## config.mk

```make
export PLATFORM = sky130hd
export DESIGN_NAME = selective_repeat_receive_window_flat
export DESIGN_NICKNAME = d
export VERILOG_FILES = /design/src/hw/rtl/rsw_pkg.sv /design/src/hw/rtl/rsw_ifs.sv /design/src/hw/rtl/selective_repeat_receive_window.sv /design/src/hw/rtl/rsw_ctrl.sv /design/src/hw/rtl/rsw_dp.sv /design/src/flat_wrapper.sv
export SDC_FILE = /design/constraint.sdc
export NUM_CORES = 1
export LEC_CHECK = 0
export ABC_AREA = 0
export BUFFER_PORTS_ARGS = -buffer_cell sky130_fd_sc_hd__buf_2
export CORE_MARGIN = 3
export CORE_UTILIZATION = 35
export DETAILED_ROUTE_END_ITERATION = 8
export RECOVER_POWER = 50
export SYNTH_ARGS = -nofsm -noshare
export SYNTH_HDL_FRONTEND = slang
export SYNTH_SLANG_ARGS = --single-unit
```

## constraint.sdc

```tcl
create_clock -name clk -period 6.7 [get_ports clk]
set_input_delay 0.67 -clock clk [delete_from_list [all_inputs] [get_ports clk]]
set_output_delay 0.67 -clock clk [all_outputs]
set_load 0.01 [all_outputs]
```

## src/hw/rtl/rsw_pkg.sv

```systemverilog
`timescale 1ns / 1ps

package rsw_pkg;

    localparam logic [1:0] KIND_DELIVER = 2'd0;
    localparam logic [1:0] KIND_ACK     = 2'd1;
    localparam logic [1:0] KIND_NACK    = 2'd2;

    localparam logic [7:0] WINDOW_BASE_RESET = 8'd31;

    typedef struct packed {
        logic        decode_ok;
        logic [7:0]  seq_number;
        logic [9:0]  payload_length;
        logic        truncated;
        logic [31:0] timestamp;
        logic [15:0] payload_handle;
    } pkt_word_t;

    typedef struct packed {
        logic [1:0]  out_kind;
        logic [15:0] deliver_handle;
        logic [9:0]  deliver_length;
        logic [7:0]  resp_seqnum;
        logic [7:0]  resp_window;
        logic [31:0] resp_timestamp;
        logic        transfer_done;
        logic        last;
    } resp_word_t;

    typedef struct packed {
        logic [15:0] handle;
        logic [9:0]  length;
    } slot_word_t;

    typedef struct packed {
        logic latch;
        logic ts_upd;
        logic store;
        logic rd;
        logic deliver;
        logic resp;
    } ctrl_cmd_t;

    typedef struct packed {
        logic decode_ok;
        logic in_window;
        logic trunc;
        logic slot_busy;
        logic head_valid;
        logic out_free;
    } dp_status_t;

endpackage

```

## src/hw/rtl/rsw_ifs.sv

```systemverilog
`timescale 1ns / 1ps

interface rsw_pkt_if;
    import rsw_pkg::*;
    logic      valid;
    logic      ready;
    pkt_word_t data;
    modport source (output valid, output data, input ready);
    modport sink (input valid, input data, output ready);
endinterface

interface rsw_resp_if;
    import rsw_pkg::*;
    logic       valid;
    logic       ready;
    resp_word_t data;
    modport source (output valid, output data, input ready);
    modport sink (input valid, input data, output ready);
endinterface

interface rsw_cfg_if;
    logic       valid;
    logic       ready;
    logic [7:0] data;
    modport source (output valid, output data, input ready);
    modport sink (input valid, input data, output ready);
endinterface

```

## src/hw/rtl/selective_repeat_receive_window.sv

```systemverilog
`timescale 1ns / 1ps

// Selective-repeat receive window.
// pkt  : one decoded packet per word (valid/ready). Bad decodes and packets
//        outside the acceptance window are dropped with no result.
// resp : result words (valid/ready). Per accepted in-window packet: zero or
//        more in-order deliveries (kind 0), then one ACK or NACK with last=1.
// cfg  : write of window_base; reloads the advertised free-slot count.
//        Write only while the block is idle.
// Flow: a packet is taken only in idle. For a dropped packet the control
// returns to idle after evaluation; a NACK or a duplicate's ACK goes through
// evaluation and the response state; a stored packet drains its in-order
// slots, each read via the registered slot memory port and then delivered.
// Results sit in an output register, so a stalled resp channel holds the
// current word and pauses the drain.
// Reset: window empty, next expected number 0, timestamp 0, window_base 31.
// Buffer slot contents are not cleared; only their valid bits are.
module selective_repeat_receive_window #(
    parameter int SLOTS       = 32,
    parameter int ACCEPT_SPAN = 31,
    parameter int SEQ_MODULUS = 256
) (
    input logic         clk,
    input logic         rst_n,
    rsw_pkt_if.sink     pkt,
    rsw_resp_if.source  resp,
    rsw_cfg_if.sink     cfg
);
    import rsw_pkg::*;

    ctrl_cmd_t  cmd;
    dp_status_t status;
    logic       ctrl_ready;

    assign pkt.ready = ctrl_ready;
    assign cfg.ready = 1'b1;

    rsw_ctrl u_ctrl (
        .clk       (clk),
        .rst_n     (rst_n),
        .pkt_valid (pkt.valid),
        .pkt_ready (ctrl_ready),
        .status    (status),
        .cmd       (cmd)
    );

    rsw_dp #(
        .SLOTS       (SLOTS),
        .ACCEPT_SPAN (ACCEPT_SPAN),
        .SEQ_MODULUS (SEQ_MODULUS)
    ) u_dp (
        .clk        (clk),
        .rst_n      (rst_n),
        .pkt_data   (pkt.data),
        .cfg_wr     (cfg.valid),
        .cfg_data   (cfg.data),
        .cmd        (cmd),
        .status     (status),
        .resp_valid (resp.valid),
        .resp_data  (resp.data),
        .resp_ready (resp.ready)
    );

endmodule

```

## src/hw/rtl/rsw_ctrl.sv

```systemverilog
`timescale 1ns / 1ps

module rsw_ctrl (
    input  logic                clk,
    input  logic                rst_n,
    input  logic                pkt_valid,
    output logic                pkt_ready,
    input  rsw_pkg::dp_status_t status,
    output rsw_pkg::ctrl_cmd_t  cmd
);
    import rsw_pkg::*;

    localparam logic [2:0] ST_IDLE  = 3'd0;
    localparam logic [2:0] ST_EVAL  = 3'd1;
    localparam logic [2:0] ST_READ  = 3'd2;
    localparam logic [2:0] ST_DELIV = 3'd3;
    localparam logic [2:0] ST_RESP  = 3'd4;

    logic [2:0] state_reg;
    logic [2:0] state_next;

    always_comb
    begin
        state_next = state_reg;
        cmd        = '0;
        pkt_ready  = 1'b0;
        case (state_reg)
            ST_IDLE:
            begin
                pkt_ready = 1'b1;
                if (pkt_valid)
                begin
                    cmd.latch  = 1'b1;
                    state_next = ST_EVAL;
                end
            end
            ST_EVAL:
            begin
                if (!status.decode_ok)
                begin
                    state_next = ST_IDLE;
                end
                else
                begin
                    cmd.ts_upd = 1'b1;
                    if (!status.in_window)
                    begin
                        state_next = ST_IDLE;
                    end
                    else if (status.trunc || status.slot_busy)
                    begin
                        state_next = ST_RESP;
                    end
                    else
                    begin
                        cmd.store  = 1'b1;
                        state_next = ST_READ;
                    end
                end
            end
            ST_READ:
            begin
                if (status.head_valid)
                begin
                    cmd.rd     = 1'b1;
                    state_next = ST_DELIV;
                end
                else
                begin
                    state_next = ST_RESP;
                end
            end
            ST_DELIV:
            begin
                if (status.out_free)
                begin
                    cmd.deliver = 1'b1;
                    state_next  = ST_READ;
                end
            end
            ST_RESP:
            begin
                if (status.out_free)
                begin
                    cmd.resp   = 1'b1;
                    state_next = ST_IDLE;
                end
            end
            default:
            begin
                state_next = ST_IDLE;
            end
        endcase
    end

    always_ff @(posedge clk or negedge rst_n)
    begin
        if (!rst_n)
        begin
            state_reg <= ST_IDLE;
        end
        else
        begin
            state_reg <= state_next;
        end
    end

    a_deliver_from_deliv : assert property (@(posedge clk) disable iff (!rst_n)
        cmd.deliver |-> $past(state_reg) == ST_READ || $past(state_reg) == ST_DELIV)
        else $error("deliver issued outside the drain loop");
    a_store_then_read : assert property (@(posedge clk) disable iff (!rst_n)
        cmd.store |=> state_reg == ST_READ)
        else $error("store not followed by head read");
    a_ready_idle_only : assert property (@(posedge clk) disable iff (!rst_n)
        pkt_ready |-> !cmd.resp && !cmd.deliver && !cmd.store)
        else $error("packet accepted while an item is in work");

endmodule

```

## src/hw/rtl/rsw_dp.sv

```systemverilog
`timescale 1ns / 1ps

module rsw_dp #(
    parameter int SLOTS       = 32,
    parameter int ACCEPT_SPAN = 31,
    parameter int SEQ_MODULUS = 256
) (
    input  logic                clk,
    input  logic                rst_n,
    input  rsw_pkg::pkt_word_t  pkt_data,
    input  logic                cfg_wr,
    input  logic [7:0]          cfg_data,
    input  rsw_pkg::ctrl_cmd_t  cmd,
    output rsw_pkg::dp_status_t status,
    output logic                resp_valid,
    output rsw_pkg::resp_word_t resp_data,
    input  logic                resp_ready
);
    import rsw_pkg::*;

    localparam int IW = $clog2(SLOTS);
    localparam int UW = $clog2(SLOTS + 1);

    typedef logic [IW-1:0] mod_tab_t [256];

    function automatic mod_tab_t build_mod_tab();
        mod_tab_t t;
        for (int i = 0; i < 256; i++)
        begin
            t[i] = IW'(i % SLOTS);
        end
        return t;
    endfunction

    localparam mod_tab_t MOD_TAB = build_mod_tab();

    pkt_word_t        pkt_reg;
    logic [SLOTS-1:0] valid_reg;
    logic [UW-1:0]    used_reg;
    logic [7:0]       base_reg;
    logic [7:0]       ne_reg;
    logic [7:0]       ne_next;
    logic [31:0]      ts_reg;
    logic             done_reg;
    slot_word_t       rd_reg;
    resp_word_t       out_reg;
    logic             out_valid_reg;
    slot_word_t       mem [SLOTS];

    logic [IW-1:0] slot_idx;
    logic [IW-1:0] head_idx;
    logic [8:0]    diff;
    logic [8:0]    offset;
    logic [7:0]    window;

    assign slot_idx = MOD_TAB[pkt_reg.seq_number];
    assign head_idx = MOD_TAB[ne_reg];
    assign diff     = {1'b0, pkt_reg.seq_number} - {1'b0, ne_reg};
    assign offset   = diff[8] ? diff + 9'(SEQ_MODULUS) : diff;
    assign window   = base_reg - 8'(used_reg);
    assign ne_next  = (ne_reg == 8'(SEQ_MODULUS - 1)) ? 8'd0 : ne_reg + 8'd1;

    always_comb
    begin
        status.decode_ok  = pkt_reg.decode_ok;
        status.in_window  = ({1'b0, pkt_reg.seq_number} < 9'(SEQ_MODULUS))
                            && (offset < 9'(ACCEPT_SPAN));
        status.trunc      = pkt_reg.truncated;
        status.slot_busy  = valid_reg[slot_idx];
        status.head_valid = valid_reg[head_idx];
        status.out_free   = !out_valid_reg || resp_ready;
    end

    assign resp_valid = out_valid_reg;
    assign resp_data  = out_reg;

    always_ff @(posedge clk)
    begin
        if (cmd.latch)
        begin
            pkt_reg <= pkt_data;
        end
        if (cmd.store)
        begin
            mem[slot_idx] <= '{handle: pkt_reg.payload_handle,
                               length: pkt_reg.payload_length};
        end
        if (cmd.rd)
        begin
            rd_reg <= mem[head_idx];
        end
        if (cmd.deliver)
        begin
            out_reg <= '{out_kind: KIND_DELIVER, deliver_handle: rd_reg.handle,
                         deliver_length: rd_reg.length, default: '0};
        end
        else if (cmd.resp)
        begin
            out_reg.out_kind       <= pkt_reg.truncated ? KIND_NACK : KIND_ACK;
            out_reg.deliver_handle <= '0;
            out_reg.deliver_length <= '0;
            out_reg.resp_seqnum    <= pkt_reg.truncated ? pkt_reg.seq_number : ne_reg;
            out_reg.resp_window    <= window;
            out_reg.resp_timestamp <= ts_reg;
            out_reg.transfer_done  <= done_reg;
            out_reg.last           <= 1'b1;
        end
        if (cmd.ts_upd)
        begin
            done_reg <= (pkt_reg.payload_length == 10'd0) && (pkt_reg.seq_number == ne_reg);
        end
    end

    always_ff @(posedge clk or negedge rst_n)
    begin
        if (!rst_n)
        begin
            valid_reg     <= '0;
            used_reg      <= '0;
            base_reg      <= WINDOW_BASE_RESET;
            ne_reg        <= '0;
            ts_reg        <= '0;
            out_valid_reg <= 1'b0;
        end
        else
        begin
            if (cfg_wr)
            begin
                base_reg <= cfg_data;
            end
            if (cmd.ts_upd)
            begin
                ts_reg <= pkt_reg.timestamp;
            end
            if (cmd.store)
            begin
                valid_reg[slot_idx] <= 1'b1;
                used_reg            <= used_reg + UW'(1);
            end
            else if (cmd.deliver)
            begin
                valid_reg[head_idx] <= 1'b0;
                used_reg            <= used_reg - UW'(1);
                ne_reg              <= ne_next;
            end
            if (cmd.deliver || cmd.resp)
            begin
                out_valid_reg <= 1'b1;
            end
            else if (resp_ready)
            begin
                out_valid_reg <= 1'b0;
            end
        end
    end

    a_store_free_slot : assert property (@(posedge clk) disable iff (!rst_n)
        cmd.store |-> !valid_reg[slot_idx])
        else $error("store into an occupied slot");
    a_deliver_valid : assert property (@(posedge clk) disable iff (!rst_n)
        cmd.deliver |-> valid_reg[head_idx] && used_reg != '0)
        else $error("delivery from an empty slot");
    a_used_bound : assert property (@(posedge clk) disable iff (!rst_n)
        used_reg <= UW'(SLOTS) && 32'($countones(valid_reg)) == 32'(used_reg))
        else $error("occupancy count out of step with valid bits");
    a_resp_last : assert property (@(posedge clk) disable iff (!rst_n)
        cmd.resp |=> out_valid_reg && out_reg.last && out_reg.out_kind != KIND_DELIVER)
        else $error("response word not marked last");

endmodule

```

## src/flat_wrapper.sv

```systemverilog
// flat-port wrapper written by rule: the top's interface ports become plain ports
module selective_repeat_receive_window_flat import rsw_pkg::*;
#(
    parameter int SLOTS       = 32,
    parameter int ACCEPT_SPAN = 31,
    parameter int SEQ_MODULUS = 256
)
  (clk, rst_n, pkt_valid, pkt_data, pkt_ready, resp_valid, resp_data, resp_ready, cfg_valid, cfg_data, cfg_ready);
  rsw_pkt_if pkt_i ();
  rsw_resp_if resp_i ();
  rsw_cfg_if cfg_i ();
  input logic clk;
  input logic rst_n;
  input wire logic [$bits(pkt_i.valid)-1:0] pkt_valid;
  input wire logic [$bits(pkt_i.data)-1:0] pkt_data;
  output wire logic [$bits(pkt_i.ready)-1:0] pkt_ready;
  output wire logic [$bits(resp_i.valid)-1:0] resp_valid;
  output wire logic [$bits(resp_i.data)-1:0] resp_data;
  input wire logic [$bits(resp_i.ready)-1:0] resp_ready;
  input wire logic [$bits(cfg_i.valid)-1:0] cfg_valid;
  input wire logic [$bits(cfg_i.data)-1:0] cfg_data;
  output wire logic [$bits(cfg_i.ready)-1:0] cfg_ready;
  assign pkt_i.valid = pkt_valid;
  assign pkt_i.data = pkt_data;
  assign pkt_ready = pkt_i.ready;
  assign resp_valid = resp_i.valid;
  assign resp_data = resp_i.data;
  assign resp_i.ready = resp_ready;
  assign cfg_i.valid = cfg_valid;
  assign cfg_i.data = cfg_data;
  assign cfg_ready = cfg_i.ready;
  selective_repeat_receive_window #(.SLOTS(SLOTS), .ACCEPT_SPAN(ACCEPT_SPAN), .SEQ_MODULUS(SEQ_MODULUS)) u_core (.clk(clk), .rst_n(rst_n), .pkt(pkt_i), .resp(resp_i), .cfg(cfg_i));
endmodule
```

==> results of run 1 <==
## cell type report
class | instances | area, um^2
Fill cell | 10267 | 69050
Sequential cell | 1095 | 31920
Multi-Input combinational cell | 779 | 9392
Clock buffer | 134 | 2864
Tap cell | 1524 | 1907
Timing Repair Buffer | 246 | 1246
Clock inverter | 67 | 678.2
Inverter | 21 | 78.83
Antenna cell | 2 | 5.005
## where the power goes
group          leakage [uW]  internal (uW)  switching [uW]
logic               0.00382            965            1370
registers            0.0102           7730             172
clock network       0.00172           3470            2590
## logic make-up (layout without fill, tap and decap cells)
kind of cell | Yosys count | in the layout | share of synthesized area [%]
DFF | 1095 | 1095 | 76.70
muxes | 277 | 277 | 13.42
AOI/OAI and AO/OA | 246 | 246 | 4.396
and+or+nand+nor | 213 | 213 | 3.034
buffers and inverters | 131 | 468 | 1.281
adders and majority gates | 25 | 25 | 0.8058
xor gates and xnor gates | 17 | 17 | 0.3578
other | 1 | 3 | 0.009011
## worst max-delay path: cells and delay by family, from the launching register on
kind,cells,cell delay [ps]
buffers and inverters,3,2280
and+or+nand+nor,4,2150
AOI/OAI and AO/OA,1,260
DFF,1,590
## worst paths after layout
path	slack (ps)	cells past startpoint	from	endpoint
max	1070	8	u_core.u_ctrl.state_reg[0]	u_core.u_dp.mem[29][11]
max in group asynchronous	3580	3	rst_n	u_core.u_dp.base_reg[5]
min reg2reg	460	2	u_core.u_dp.resp_data[39]	u_core.u_dp.resp_data[39]
max reg2reg	1070	8	u_core.u_ctrl.state_reg[0]	u_core.u_dp.mem[29][11]
min in group asynchronous	1270	2	rst_n	u_core.u_dp.ne_reg[7]
min	140	1	pkt_data[9]	u_core.u_dp.pkt_reg[9]
## Yosys cell counts, types with 7 or more instances
master | n | area (um^2)
a211oi_1 | 11 | 82.58
a21oi_1 | 22 | 110.1
a22o_1 | 37 | 324.1
a22oi_1 | 107 | 803.3
and2_1 | 29 | 181.4
buf_1 | 21 | 78.83
buf_2 | 9 | 45.04
clkbuf_1 | 75 | 281.5
dfrtp_1 | 85 | 2127
dfxtp_1 | 52 | 1041
edfxtp_1 | 953 | 28620
ha_1 | 22 | 275.3
inv_1 | 21 | 78.83
mux2_2 | 38 | 427.9
mux2i_1 | 18 | 180.2
mux4_2 | 221 | 4977
nand2_1 | 35 | 131.4
nand2b_1 | 7 | 43.79
nand3_1 | 13 | 65.06
nand4_1 | 28 | 175.2
nor2_1 | 27 | 101.4
nor3_1 | 15 | 75.07
nor3_2 | 18 | 180.2
nor4_1 | 12 | 75.07
o21ai_0 | 20 | 100.1
o22a_1 | 32 | 280.3
xnor2_1 | 10 | 87.58
xor2_1 | 7 | 61.31
## metrics by stage
| stage | area (um^2) | setup WS (ps) |
|---|---|---|
| floorplan | 41610 | 4.113 |
| global route | 48090 | 763.8 |
| detailed placement | 44760 | 1768 |
| finish | 48090 | 1074 |
| CTS | 48310 | 1758 |
| global placement | 44760 | 1791 |
## per-layer routing
layer	wire length (um)	track usage, %	vias to the layer above
met2	54250	29.59	1039
met5	43	0	-
li1	-	-	8840
met3	10110	4.148	186
met1	47130	25.82	11424
met4	3868	6.009	6
## timing repair
item | 4_1_cts | 5_1_grt
hold endpoints to repair | 36 | 0
gates resized for setup | 0 | 0
hold buffers | 1 | 0
==> run metrics, run 1 <==
status=finished, violations left; violated checks=capacitance limit, slew limit; Clock Sink Count=1095; Peak supply drop=0.2430 mV; leak pwr=0.01576 uW; sequential-to-total area share from yosys stat=76.70%; library cells used by synthesis=57; Fin Hold WS=144.9 ps; GR Overflow Total=0; crit path time final=5626 ps; Critical Path Source Type=flip-flop; Routed Antenna Nets=0; FP Rows=125; max FFs per register=832; DP HPWL=71730 um; Post-Synthesis Cells=2005; CP Cell Sequence=nor4bb_1, clkbuf_1, o21ai_0, or4_1, or4_4, buf_4, nor3_4, buf_4; clk buf depth=3; Post-CTS Setup Inserts=0; FMAX=177.8 MHz; Die Wd=350.8 um; Fin. Hold Viols=0; # setup viols final=0; Critical Path Most Common Cell=buf_4; pwr dens=338.8 nW/um^2; slowest stage delay, CP=1510 ps; top_reg_cell synth=edfxtp_1; Slew Viols, Final=970; initial antenna violation count=8; Layout Cells excl Fill=3868; GRT Util Overall=18.70%; Via density=5.557; CTS tree=yes; layout net count=2358; vias post-DR=21495; Ys Warns=0; drt first-iter violations=2486; placed insts=3664; Max Cap Viol=29; critical path type=reg -> reg; largest net degree at the start of global routing=64; CTS Buf Count=109; Worst Path Max Fanout=34; routability cong.=0.8543; Async SR Flop Fraction=8.219%; Rel. slew slack=-99.74%; clk slew on worst S/H paths=60 ps; kind of end point of the critical path=flip-flop; RSZ-0062 raised after global routing=false; Fin Setup TNS=0 ps; total chip power=16300 uW; worst path required time=7080 ps; die span in y=350.8 um; period utilization=83.96%; Mean Syn Cell Area=20.76 um^2; DR WL/cell=29.83 um; fraction of layout cells with a size suffix above 1=25.70%; Mapped Nets=2111; Post-Route WL=115400 um; synthesized cell area=41610 um^2; Final Skew=34.68 ps; vias in the first global route=21803; CTS root buf=clkbuf_16; Clk Latency, worst-skew pair=710 ps; Worst Hold Class=in -> reg; total core area=117100 um^2; commonest non-fill, non-tap cell in the layout=edfxtp_1; die area=123100 um^2; wire length of the first global-routing pass=164200 um; IO Port Bufs=160; FF+latch count, synth=1095; Post-synth EDFFs=953; area delta synth->final=15.57%; DRC violations left=0; Least-Margin Pin Slew=2996 ps; 1st-pass router iterations=5; top-level I/O count=162; Max H-tree Level=3; Util after Layout=41.06%; slowest CP cell=clkbuf_1; Worst Path Arrival=6000 ps; Starting Density=35.52%; commonest non-fill, non-tap cells in the layout=edfxtp_1, mux4_2, clkbuf_1
Power figures use the tool's default switching activity.
==> run 2: changes to the inputs <==
==> constraint.sdc (replaced) <==
create_clock -name clk -period 4.7 [get_ports clk]
set_input_delay 0.47 -clock clk [delete_from_list [all_inputs] [get_ports clk]]
set_output_delay 0.47 -clock clk [all_outputs]
set_load 0.01 [all_outputs]
==> run metrics, run 2 (synthesis gave the netlist of run 1 again) <==
status=finished, violations left; violated checks=capacitance limit, slew limit; largest net degree at the start of global routing=132 (+110%); Fin. Hold Viols=0 (unchanged); Sw Ratio=25.10% (-0.24 points); 1st-pass router iterations=5 (unchanged); RSZ-0062 raised after global routing=false; critical path type=reg -> reg; Final Skew=26.32 ps (-8.359 ps); Peak supply drop=0.3265 mV (+34%); Clock Sink Count=1095 (unchanged); post-placement setup slack=372.9 ps (-1395 ps); total core area=117100 um^2 (unchanged); placed insts=3677 (+0.35%); FP Rows=125 (unchanged); Fin Setup TNS=0 ps (unchanged); worst path required time=5310 ps (-1770 ps); IO Port Bufs=160 (unchanged); routability cong.=0.8902 (+4.2%); Clk network pwr share=37.3% (about the same); Critical Path Source Type=flip-flop; Post-CTS Setup Inserts=0 (unchanged); drt first-iter violations=2449 (-1.5%); vias in the first global route=22180 (+1.7%); pwr dens=471.2 nW/um^2 (+39%); clk buf depth=3 (unchanged); Max Cap Viol=28 (-3.4%); Logic pwr share=14.2% (about the same); Routed Antenna Nets=0 (unchanged); layout net count=2447 (+3.8%); register share of total power=48.5% (about the same); Post-CTS Resized=0 (unchanged); Rel. slew slack=-61.63% (+38 points); commonest non-fill, non-tap cells in the layout=edfxtp_1, mux4_2, clkbuf_1; CTS root buf=clkbuf_16; crit path time final=4434 ps (-1191 ps); CTS tree=yes; Worst Path Max Fanout=11 (-68%); Via density=5.490 (-1.2%); leak pwr=0.01623 uW (+3.0%); Internal Power=17380 uW (+43%); # setup viols final=0 (unchanged); Die Wd=350.8 um (unchanged); GR Overflow Total=0 (unchanged); Starting Density=35.52% (unchanged); wire length of the first global-routing pass=159400 um (-2.9%); post-cts hold buffer count=77 (+76); Worst Hold Class=in -> reg; WL met2=50380 um (-7.1%); vias post-DR=21722 (+1.1%); Post-Route WL=110200 um (-4.5%); DR WL/cell=27.84 um (-6.7%); max layer used=met4; die span in y=350.8 um (unchanged); final setup margin=265.5 ps (-808.8 ps); DR WL met3=10330 um (+2.2%); clk slew on worst S/H paths=70 ps (about the same); kind of end point of the critical path=flip-flop; Clk Latency, worst-skew pair=690 ps (-20 ps); area delta synth->final=18.30%; DP HPWL=67390 um (-6.0%); FMAX=225.5 MHz (+27%); max FFs per register=832 (unchanged); Max H-tree Level=3 (unchanged); Util after Layout=42.03% (+0.97 points); period utilization=94.35% (+10 points); Layout Cells excl Fill=3957 (+2.3%); commonest non-fill, non-tap cell in the layout=edfxtp_1; fraction of layout cells with a size suffix above 1=25.21% (-0.50 points); Psw=5824 uW (+41%); Worst Path Arrival=5050 ps (-950 ps); CTS Buf Count=109 (unchanged); Slew Viols, Final=936 (-3.5%); DRC violations left=0 (unchanged); met1 WL=46870 um (-0.55%); top-level I/O count=162 (unchanged); GRT Util Overall=17.87% (-0.83 points); die area=123100 um^2 (unchanged); Least-Margin Pin Slew=2424 ps (-571.6 ps); initial antenna violation count=1 (-7)
==> run 2: final timing paths <==
| check | start | end | slack (ps) | cells after the start |
|---|---|---|---|---|
| min | cfg_valid | u_core.u_dp.base_reg[1] | 100 | 2 |
| max in group asynchronous | rst_n | u_core.u_dp.valid_reg[10] | 1930 | 3 |
| min in group asynchronous | rst_n | u_core.u_dp.ts_reg[25] | 420 | 2 |
| max reg2reg | u_core.u_dp.pkt_reg[59] | u_core.u_dp.used_reg[5] | 270 | 16 |
| min reg2reg | u_core.u_dp.resp_data[0] | u_core.u_dp.resp_data[0] | 460 | 2 |
| max | u_core.u_dp.pkt_reg[59] | u_core.u_dp.used_reg[5] | 270 | 16 |
==> run 2: cell type report <==
cell class                 instances  area [um^2]
tap                             1524         1907
antenna                            1        2.502
timing repair buffer             335         2276
clock inverter                    68        669.4
clock buffer                     134         2884
sequential                      1095        31920
multi-input combinational        779         9490
inverter                          21        78.83
fill                           10142        67910
==> run 2: metrics by stage <==
step / area, um^2 / total power [uW] / hold slack [ps]
6_report: 49230 / 23200 / 95.14
5_1_grt: 49230 / 24030 / 91.93
4_1_cts: 49470 / 23470 / 49.50
3_5_place_dp: 45140 / 14790 / 434.5
3_3_place_gp: 45140 / 14740 / 437.1
2_1_floorplan: 41900 / 13520 / 174.4
==> run 2: power by group through the flow <==
stage          sequential, uW  clock [uW]  combinational [uW]
6_report                11300        8650                3290
5_1_grt                 11300        9200                3530
4_1_cts                 11200        8810                3420
3_5_place_dp            11400           0                3360
3_3_place_gp            11400           0                3320
2_1_floorplan           11500           0                1990
==> run 2: routing by layer <==
metal | up-vias | global-route usage [%]
li1 | 9010 | -
met1 | 11549 | 25.63
met2 | 1014 | 27.49
met4 | 0 | 4.324
met3 | 149 | 4.386
met5 | - | 0
==> run 2: worst max-delay path: stages (launching register included) <==
cell and delay [ps]:
edfxtp_1 400, inv_1 130, ha_1 190, inv_1 60, fa_1 400, a211oi_1 420, or4b_1 190, o31ai_1 70
or4_1 550, or4_4 610, ha_1 350, a21oi_1 150, nand2_1 100, a21o_1 180, a21oi_1 170, mux2i_1 240
xnor2_1 140
